$ cat config.mk
export PLATFORM = sky130hd
export DESIGN_NAME = rc_channel_classifier_unit
export DESIGN_NICKNAME = d
export VERILOG_FILES = /design/src/hw/rtl/rcc_pkg.sv /design/src/hw/rtl/rcc_cfg_regs.sv /design/src/hw/rtl/rcc_core.sv /design/src/hw/rtl/rc_channel_classifier_unit.sv
export SDC_FILE = /design/constraint.sdc
export NUM_CORES = 1
export LEC_CHECK = 0
export BUFFER_PORTS_ARGS = -buffer_cell sky130_fd_sc_hd__buf_2
export CELL_PAD_IN_SITES_DETAIL_PLACEMENT = 1
export CELL_PAD_IN_SITES_GLOBAL_PLACEMENT = 2
export CORE_ASPECT_RATIO = 0.8
export CORE_MARGIN = 2
export CORE_UTILIZATION = 39
export CTS_CLUSTER_SIZE = 30
export DETAILED_ROUTE_END_ITERATION = 10
export PLACE_DENSITY = 0.78
export SYNTH_ARGS = -nofsm -noshare
export SYNTH_HDL_FRONTEND = slang
export SYNTH_SLANG_ARGS = --single-unit
$ cat constraint.sdc
create_clock -name clk -period 4.3 [get_ports clk]
set_clock_uncertainty 0.1 [all_clocks]
set_input_delay 0.645 -clock clk [delete_from_list [all_inputs] [get_ports clk]]
set_output_delay 0.645 -clock clk [all_outputs]
set_load 0.005 [all_outputs]
$ cat src/hw/rtl/rcc_pkg.sv
// Package for the RC channel classifier.
// Holds the transfer payload types, configuration struct, mode codes and decode constants.
// No dependencies.
`default_nettype none

package rcc_pkg;

  localparam int CH_W    = 4;
  localparam int PW_W    = 12;
  localparam int MODES_W = 48;
  localparam int COUNT_W = 5;
  localparam int DB_W    = 10;
  localparam int IDX_W   = 2;

  // Configuration register indexes
  localparam logic [IDX_W-1:0] REG_CHANNEL_MODES = 2'd0;
  localparam logic [IDX_W-1:0] REG_CHANNEL_COUNT = 2'd1;
  localparam logic [IDX_W-1:0] REG_DEAD_BAND     = 2'd2;

  localparam logic [MODES_W-1:0] MODES_RESET = 48'd484139657;
  localparam logic [COUNT_W-1:0] COUNT_RESET = 5'd10;
  localparam logic [DB_W-1:0]    DB_RESET    = 10'd30;

  // Pulse width thresholds in microseconds
  localparam logic [PW_W-1:0] PW_CENTER   = 12'd1500;
  localparam logic [PW_W-1:0] PW_THR_MIN  = 12'd1000;
  localparam logic [PW_W-1:0] PW_THR_LOW  = 12'd1070;
  localparam logic [PW_W-1:0] PW_THR_HIGH = 12'd1120;
  localparam logic [PW_W-1:0] PW_THR_MAX  = 12'd2000;
  localparam logic [PW_W-1:0] PW_SW_LOW   = 12'd1300;
  localparam logic [PW_W-1:0] PW_SW_HIGH  = 12'd1600;

  typedef enum logic [2:0] {
    MODE_NONE     = 3'd0,
    MODE_DEADBAND = 3'd1,
    MODE_THROTTLE = 3'd2,
    MODE_TOGGLE   = 3'd3,
    MODE_PUSH     = 3'd4,
    MODE_SEQUENCE = 3'd5,
    MODE_SWITCH   = 3'd6
  } mode_e;

  localparam logic [1:0] THR_NULL = 2'd0;
  localparam logic [1:0] THR_LOW  = 2'd1;
  localparam logic [1:0] THR_HIGH = 2'd2;

  localparam logic [1:0] SW_POS1  = 2'd0;
  localparam logic [1:0] SW_POS2  = 2'd1;
  localparam logic [1:0] SW_POS3  = 2'd2;
  localparam logic [1:0] SW_ERROR = 2'd3;

  typedef struct packed {
    logic [CH_W-1:0] channel;
    logic [PW_W-1:0] pulse_width;
  } in_item_t;

  typedef struct packed {
    logic [CH_W-1:0] channel_out;
    logic [PW_W-1:0] value_out;
    logic [1:0]      throttle_level;
    logic [1:0]      switch_position;
    logic            toggle_state;
    logic            button_level;
  } out_item_t;

  typedef struct packed {
    logic [MODES_W-1:0] channel_modes;
    logic [COUNT_W-1:0] channel_count;
    logic [DB_W-1:0]    dead_band;
  } cfg_t;

endpackage

`default_nettype wire

$ cat src/hw/rtl/rcc_cfg_regs.sv
// Configuration register file of the RC channel classifier.
// Depends on rcc_pkg for register indexes, reset values and cfg_t.
`default_nettype none

module rcc_cfg_regs
  import rcc_pkg::*;
(
  input  wire logic                 clk,
  input  wire logic                 rst,
  input  wire logic                 wr_en,
  input  wire logic [IDX_W-1:0]     wr_index,
  input  wire logic [MODES_W-1:0]   wr_data,
  output cfg_t                      cfg
);

  // Write one register per transfer; unknown indexes are dropped
  always_ff @(posedge clk) begin
    if (rst) begin
      cfg.channel_modes <= MODES_RESET;
      cfg.channel_count <= COUNT_RESET;
      cfg.dead_band     <= DB_RESET;
    end else if (wr_en) begin
      case (wr_index)
        REG_CHANNEL_MODES: cfg.channel_modes <= wr_data;
        REG_CHANNEL_COUNT: cfg.channel_count <= wr_data[COUNT_W-1:0];
        REG_DEAD_BAND:     cfg.dead_band     <= wr_data[DB_W-1:0];
        default: ;
      endcase
    end
  end

endmodule

`default_nettype wire

$ cat src/hw/rtl/rcc_core.sv
// Per-channel state and classification logic of the RC channel classifier.
// Depends on rcc_pkg; the result is combinational from the held item and state.
`default_nettype none

module rcc_core
  import rcc_pkg::*;
#(
  parameter int NUM_CHANNELS = 16
) (
  input  wire logic   clk,
  input  wire logic   rst,
  input  wire logic   update,
  input  in_item_t    item,
  input  cfg_t        cfg,
  output out_item_t   res
);

  localparam int SIDX_W = (NUM_CHANNELS > 1) ? $clog2(NUM_CHANNELS) : 1;
  localparam logic [CH_W:0] NUM_CH = (CH_W+1)'(NUM_CHANNELS);

  logic [NUM_CHANNELS-1:0] last_level;
  logic [NUM_CHANNELS-1:0] toggle_bits;
  logic [1:0]              throttle_levels [NUM_CHANNELS];
  logic [1:0]              switch_positions [NUM_CHANNELS];

  logic [SIDX_W-1:0] idx;
  logic              in_range;
  logic              analysed;
  logic [5:0]        mode_base;
  mode_e             mode;
  logic              lvl;
  logic [PW_W-1:0]   pw;
  logic [PW_W-1:0]   center_dist;
  logic [PW_W-1:0]   value;
  logic              lst_cur, tgl_cur;
  logic [1:0]        thr_cur, sw_cur;
  logic              lst_new, tgl_new;
  logic [1:0]        thr_new, sw_new;

  assign pw          = item.pulse_width;
  assign idx         = item.channel[SIDX_W-1:0];
  assign in_range    = {1'b0, item.channel} < NUM_CH;
  assign analysed    = in_range && ({1'b0, item.channel} < cfg.channel_count);
  assign mode_base   = {2'b00, item.channel} * 6'd3;
  assign mode        = mode_e'(cfg.channel_modes[mode_base +: 3]);
  assign lvl         = pw > PW_CENTER;
  assign center_dist = (pw >= PW_CENTER) ? (pw - PW_CENTER) : (PW_CENTER - pw);

  // Read the stored state of the channel
  always_comb begin
    lst_cur = 1'b0;
    tgl_cur = 1'b0;
    thr_cur = THR_NULL;
    sw_cur  = SW_POS1;
    if (in_range) begin
      lst_cur = last_level[idx];
      tgl_cur = toggle_bits[idx];
      thr_cur = throttle_levels[idx];
      sw_cur  = switch_positions[idx];
    end
  end

  // Apply the channel mode
  always_comb begin
    value   = pw;
    lst_new = lst_cur;
    tgl_new = tgl_cur;
    thr_new = thr_cur;
    sw_new  = sw_cur;
    if (analysed) begin
      case (mode)
        MODE_DEADBAND: begin
          if (center_dist < {2'b00, cfg.dead_band}) value = PW_CENTER;
        end
        MODE_THROTTLE: begin
          if (pw > PW_THR_MIN && pw <= PW_THR_LOW) thr_new = THR_NULL;
          else if (pw > PW_THR_LOW && pw <= PW_THR_HIGH) thr_new = THR_LOW;
          else if (pw > PW_THR_HIGH && pw < PW_THR_MAX) thr_new = THR_HIGH;
        end
        MODE_TOGGLE: begin
          if (lvl != lst_cur) tgl_new = ~tgl_cur;
          lst_new = lvl;
        end
        MODE_PUSH: begin
          if (lvl && !lst_cur) tgl_new = 1'b1;
          lst_new = lvl;
        end
        MODE_SWITCH: begin
          if (pw < PW_SW_LOW) sw_new = SW_POS1;
          else if (pw > PW_SW_LOW && pw < PW_SW_HIGH) sw_new = SW_POS2;
          else if (pw > PW_SW_HIGH) sw_new = SW_POS3;
          else sw_new = SW_ERROR;
        end
        default: ;
      endcase
    end
  end

  // Report the updated state of the channel
  always_comb begin
    res.channel_out     = item.channel;
    res.value_out       = value;
    res.throttle_level  = thr_new;
    res.switch_position = sw_new;
    res.toggle_state    = tgl_new;
    res.button_level    = lst_new;
  end

  // Write back state when the item advances
  always_ff @(posedge clk) begin
    if (rst) begin
      last_level  <= '0;
      toggle_bits <= '0;
      for (int i = 0; i < NUM_CHANNELS; i++) begin
        throttle_levels[i]  <= THR_NULL;
        switch_positions[i] <= SW_POS1;
      end
    end else if (update && analysed) begin
      last_level[idx]       <= lst_new;
      toggle_bits[idx]      <= tgl_new;
      throttle_levels[idx]  <= thr_new;
      switch_positions[idx] <= sw_new;
    end
  end

endmodule

`default_nettype wire

$ cat src/hw/rtl/rc_channel_classifier_unit.sv
// RC channel classifier: input register, classification logic, result register.
// Flow: the input register holds an item, the core classifies it and its result is captured
// in the result register; throughput one item per cycle while out_ready does not stall it,
// set by the single state read-modify-write between the input and result registers.
// Synchronous active-high reset clears per-channel state, pipeline valids and restores
// the configuration register reset values. Configuration writes are always accepted.
// Depends on rcc_pkg, rcc_cfg_regs and rcc_core.
`default_nettype none

module rc_channel_classifier_unit
  import rcc_pkg::*;
#(
  parameter int NUM_CHANNELS = 16
) (
  input  wire logic               clk,
  input  wire logic               rst,
  input  wire logic               in_valid,
  output logic                    in_ready,
  input  in_item_t                in_data,
  output logic                    out_valid,
  input  wire logic               out_ready,
  output out_item_t               out_data,
  input  wire logic               cfg_valid,
  output logic                    cfg_ready,
  input  wire logic [IDX_W-1:0]   cfg_index,
  input  wire logic [MODES_W-1:0] cfg_data
);

  cfg_t      cfg;
  in_item_t  s1_item;
  logic      s1_valid;
  out_item_t res;
  logic      advance;

  assign cfg_ready = 1'b1;

  rcc_cfg_regs u_cfg (
    .clk      (clk),
    .rst      (rst),
    .wr_en    (cfg_valid),
    .wr_index (cfg_index),
    .wr_data  (cfg_data),
    .cfg      (cfg)
  );

  // Move the held item to the result register when that register is free
  assign advance  = !out_valid || out_ready;
  assign in_ready = !s1_valid || advance;

  rcc_core #(.NUM_CHANNELS(NUM_CHANNELS)) u_core (
    .clk    (clk),
    .rst    (rst),
    .update (s1_valid && advance),
    .item   (s1_item),
    .cfg    (cfg),
    .res    (res)
  );

  // Input register
  always_ff @(posedge clk) begin
    if (rst) begin
      s1_valid <= 1'b0;
    end else if (in_ready) begin
      s1_valid <= in_valid;
    end
  end

  always_ff @(posedge clk) begin
    if (in_ready && in_valid) s1_item <= in_data;
  end

  // Result register
  always_ff @(posedge clk) begin
    if (rst) begin
      out_valid <= 1'b0;
    end else if (advance) begin
      out_valid <= s1_valid;
    end
  end

  always_ff @(posedge clk) begin
    if (advance && s1_valid) out_data <= res;
  end

endmodule

`default_nettype wire
# After elaboration in Yosys (flattened, before gate mapping)
# Memory sizes are Yosys's and may differ from the RTL's. A register that Yosys moved wholly into a read port is not among the register bits.
# Index checks and enable logic that the tools add are counted.
[totals]
ff_bits = 135
wordCells = 108
n_memories = 2
in_bits = 71
ramBits = 64
[op_classes]
n_eq_ne = 8
n_lt_le_gt_ge = 16
multipliers = 1
bitwise = 1
n_reduce_logical = 21
n_addsub = 2
n_mux = 41
n_shift = 1
[mem_list]
columns = ["memory", "words", "width", "rd", "rd_ports_with_merged_regs", "wr", "line", "rtl"]
rows = [
  ["u_core.switch_positions", 16, 2, 1, 1, 16, "rcc_core.sv:24", "logic [1:0] switch_positions [NUM_CHANNELS];"],
  ["u_core.throttle_levels", 16, 2, 1, 1, 16, "rcc_core.sv:23", "logic [1:0] throttle_levels [NUM_CHANNELS];"],
]
[ops]
columns = ["op", "count"]
rows = [
  ["$gt A12 B11 Y1 const B", 5],
  ["$mux W12", 4],
  ["$shiftx A48 B7 Y3", 1],
  ["$lt A12 B11 Y1 const B", 3],
  ["$bwmux W16", 2],
  ["$le A12 B11 Y1 const B", 2],
  ["$mux W2", 11],
  ["$mux W1", 16],
  ["$mux W4", 4],
  ["$ge A12 B11 Y1 const B", 1],
  ["$gt A12 B10 Y1 const B", 1],
  ["$lt A12 B10 Y1", 1],
  ["$sub A11 B12 Y12 const A", 1],
  ["$sub A12 B11 Y12 const B", 1],
  ["$logic_and A1 B1 Y1", 9],
  ["$bmux W1 S4", 2],
  ["$eq A3 B2 Y1 const B", 2],
  ["$eq A3 B3 Y1 const B", 2],
  ["$mul A4 B2 Y6 const B", 1],
  ["$reduce_and A2 Y1", 3],
  ["$reduce_or A2 Y1", 3],
  ["$lt A4 B5 Y1", 1],
  ["$lt A4 B5 Y1 const B", 1],
  ["$demux W1 S4", 1],
  ["10 further kinds", 13],
]

# Depth between registers and ports, before layout
[logic_depth]
depth_word = 9
mapped_depth = 17
mapped_depth_nobuf = 14

# By module
# From an unflattened synthesis, not the netlist that was laid out.
[hier_totals]
cells_unflattened = 922
area_unflattened_um2 = 10102.2
[by_module_without_submodules]
columns = ["module", "seq_area_each_um2", "cells_per_inst", "area_per_inst_um2", "n_inst"]
rows = [
  ["rcc_core", 2562.5, 606, 6193.4, 1],
  ["rcc_cfg_regs", 1261.2, 266, 2652.5, 1],
  ["rc_channel_classifier_unit", 1181.1, 50, 1256.2, 1],
]

# Least setup slack after synthesis
# No wires, ideal clock.
[synth_path]
path_kind = "reg2reg"
start = "register s1_item[1] in the netlist's numbering"
end = "register out_data[11] in the netlist's numbering, data pin"
setup_slack_ps = 546
t_arrival_ps = 3400
stages_incl_launch_ff = 17
period_less_slack_ps = 3754
path_buffers = 3
setup_ps = 254
cell_sequence = "edfxtp_1 -> inv_1 -> ha_1 -> nand2b_1 -> o22ai_1 -> a31o_2 -> clkbuf_1 -> clkbuf_1 -> mux2_2 -> ha_1 -> a21o_1 -> a21o_1 -> a211oi_1 -> o21a_1 -> o211ai_1 -> clkbuf_1 -> o21a_1"
[synth_lines]
columns = ["item", "line", "rtl"]
rows = [
  ["start: declaration", "rc_channel_classifier_unit.sv:30", "in_item_t s1_item;"],
  ["start signal: assignment", "rc_channel_classifier_unit.sv:69", "if (in_ready && in_valid) s1_item <= in_data;"],
  ["end signal: assignment", "rc_channel_classifier_unit.sv:82", "if (advance && s1_valid) out_data <= res;"],
  ["end: declaration", "rc_channel_classifier_unit.sv:22", "output out_item_t out_data,"],
]

==> metrics <==
outcome=finished, final reports clean; ant diodes=0; I/O pin cnt=96; Initial DRC Count=517; latest clock arrival within the worst-skew pair=a little over 0.5 ns; initial antenna violation count=1; unrepaired setup endpoints after global routing=no; 1st-pass router iterations=7; GRT Overall Usage=20.82%; post-synth cell types=slightly above 60; post_cts resized=0; Worst Max-Slew Pin Slew=roughly 1 ns; Post-CTS Hold Buffers=0; placed insts=between 1,000 and 1,500; largest cells by area after synthesis=edfxtp_1, dfxtp_1, mux4_2; multi-input gate area in the final layout=4335 um^2; total setup buffers inserted after CTS=0; Mapped Nets=approximately 1,000; Max clock buf depth=3; Final Hold Violating Endpoints=0; Fmax=about 0.26 GHz; Die Y=approximately 150 um; vias in the first global route=around 7,500; part of the power in combinational logic=around an eighth; layout cells sized above 1=21.72%; cells along the critical path=ha_1 -> nand4_1 -> o22ai_1 -> a31o_2 -> mux2_2 -> ha_1 -> a21o_1 -> a21o_1 -> a211oi_1 -> o21a_1 -> o211ai_1 -> buf_4 -> buf_4 -> o21a_1; Post-Syn Area=between 9000 and 10,000 um^2; worst setup path class=reg -> reg; final setup TNS=0 ns; fill count=roughly 2,700; Die Wd=roughly 180 um; Lkg Pwr=about 0.0043 uW; Sw Share=around 25%; full die area=about 26,000 um^2; FFs w/ async S/R, synth=0%; RD Place Congestion=0.8158; Yosys top cell by area=edfxtp_1; Synth warnings=0; DR DRC count=0; Post-Route WL=27,350 um; CTS Buf Count=23; dpl hpwl=19,310 um; initial core utilization=approximately 40%; setup violators final=0; H-Tree Depth=1; Finished Layout Cells=roughly 1,400; Max Cap Violations=0; Final Total Pwr=~4600 uW; internal power=approximately 3500 uW; startpoint types=flop; Core Region=roughly 25,000 um^2; switching pwr=between 1000 and 1500 uW; Antenna Nets Post-Route=0; Via Count=about 7,300; CP max stage cell=edfxtp_1; Post-Syn Instances=approximately 950; Yosys top cell area share=a little under a third; most frequent cells in the layout=nand2_1, nor2_1, edfxtp_1; commonest non-fill, non-tap cell in the layout=nand2_1; Net count, final=1,110; CTS clk-pin slew, worst paths=about 0.060 ns; Clk pwr share=~41%; Register Area=approximately 5000 um^2; CP max stage delay=0.56 ns; CP Capture Type=flop; Pins Over Slew Limit=0; VDD IR max=0.2393 mV; type of the worst min-delay path=in -> reg; Post-synth EDFFs=between 100 and 150; syn avg cell area=roughly 10 um^2; I/O Buffers=94; sequential power share=between 40% and 50%; sequential-to-total area share from yosys stat=51.79%; first-pass GRT wire length=approximately 43,000 um; CP Max Fanout=18; Rows=51; Clock Tree Root=clkbuf_16; wire per inst=a little over 20 um; Max-slew headroom=about a third; CTS tree=yes; CP arrival=approximately 4 ns; Yosys reg bits=approximately 200; Final Cycle Share=slightly below 90%; CP required=4.46 ns; Synth-to-Final Area Change=15.19%; Via-to-Cell Ratio=around 5.4; CTS Sinks=around 200; ys flop type=edfxtp_1; largest net degree at the start of global routing=83; post-route minimum period=approximately 3.8 ns; power per standard cell area=slightly above 400 nW/um^2; grt ovf=0
==> state kept, by name (all words and copies together), names as in the netlist, named ones only <==
| signal | count |
|---|---|
| s1_valid | 1 |
| out_valid | 1 |
| u_core.switch_positions | 32 |
| u_core.last_level | 16 |
| s1_item | 16 |
| u_cfg.cfg | 63 |
| out_data | 22 |
| u_core.throttle_levels | 32 |
| u_core.toggle_bits | 16 |
==> path summary, 6_finish.rpt <==
path	start	endpoint	slack, ns	cells after the start
hold reg to reg	u_cfg.cfg[53]	u_cfg.cfg[53]	0.35	2
setup / recovery	s1_item[2]	out_data[6]	0.45	14
hold / removal	in_data[2]	s1_item[2]	0.21	1
setup reg to reg	s1_item[2]	out_data[6]	0.45	14
==> worst max-delay path, delay by kind of cell, from the launching register on <==
family | cells | cell delay [ns]
mux | 1 | 0.39
compound gates | 8 | 1.50
buf+inv | 2 | 0.35
flops | 1 | 0.56
fa+ha+maj | 2 | 0.57
simple gates | 1 | 0.15
==> through the flow <==
stage	instance area (um^2)	util [%]	hold slack, ns	setup slack (ns)
after floorplan	9818	-	0.3288	0.5457
after global placement	10570	43.12	0.3384	0.4150
after detailed placement	10570	43.12	0.3442	0.2107
after CTS	11290	46.09	0.1863	0.1825
after global routing	11310	46.16	0.1960	0.2211
final	11310	46.16	0.2097	0.4535
==> logic make-up (layout without fill, tap and decap cells) <==
| group | count (synthesis) | count (layout) | synth area share (%) |
|---|---|---|---|
| buf+inv | 95 | 185 | 4.103 |
| other cells | 1 | 1 | 0.03819 |
| compound gates | 168 | 168 | 11.23 |
| simple gates | 394 | 394 | 18.41 |
| fa+ha+maj | 19 | 19 | 2.421 |
| xor+xnor | 10 | 10 | 0.8921 |
| mux | 56 | 56 | 11.11 |
| flops | 203 | 203 | 51.79 |
==> per-layer routing <==
metal	track usage (%)	vias up	wire length [um]
li1	-	3521	-
met1	32.07	3628	13870
met2	31.65	171	11850
met3	2.452	29	1177
met4	3.862	0	449
met5	0	-	0
==> cell usage after synthesis (all sizes together) (5+ instances only) <==
master / n
clkbuf: 56
o21a: 7
nand2: 139
nor2b: 9
edfxtp: 102
a211oi: 18
o21bai: 6
dfxtp: 101
nor3: 5
nand4: 9
buf: 13
or2: 17
mux2: 7
ha: 19
xnor2: 7
a211o: 6
a21oi: 69
o21ai: 33
mux4: 39
nand2b: 6
nand3b: 18
nand3: 35
or3: 16
mux2i: 10
inv: 25
a21o: 5
nor2: 122
==> final cells by class <==
| class | count | area share [%] |
|---|---|---|
| sequential | 203 | 44.96 |
| timing repair buffer | 118 | 5.886 |
| tap | 318 | 3.518 |
| multi-input combinational | 648 | 38.33 |
| clock buffer | 35 | 5.930 |
| inverter | 26 | 0.8629 |
| clock inverter | 6 | 0.5089 |
==> power groups by stage <==
stage | clock network (uW) | registers, uW | logic, uW
6_report | 1910 | 2160 | 546
5_1_grt | 2010 | 2170 | 604
4_1_cts | 1950 | 2160 | 550
3_5_place_dp | 0 | 2200 | 546
3_3_place_gp | 0 | 2200 | 541
2_1_floorplan | 0 | 2170 | 368
Note: power is estimated with default switching activity, not from simulation.
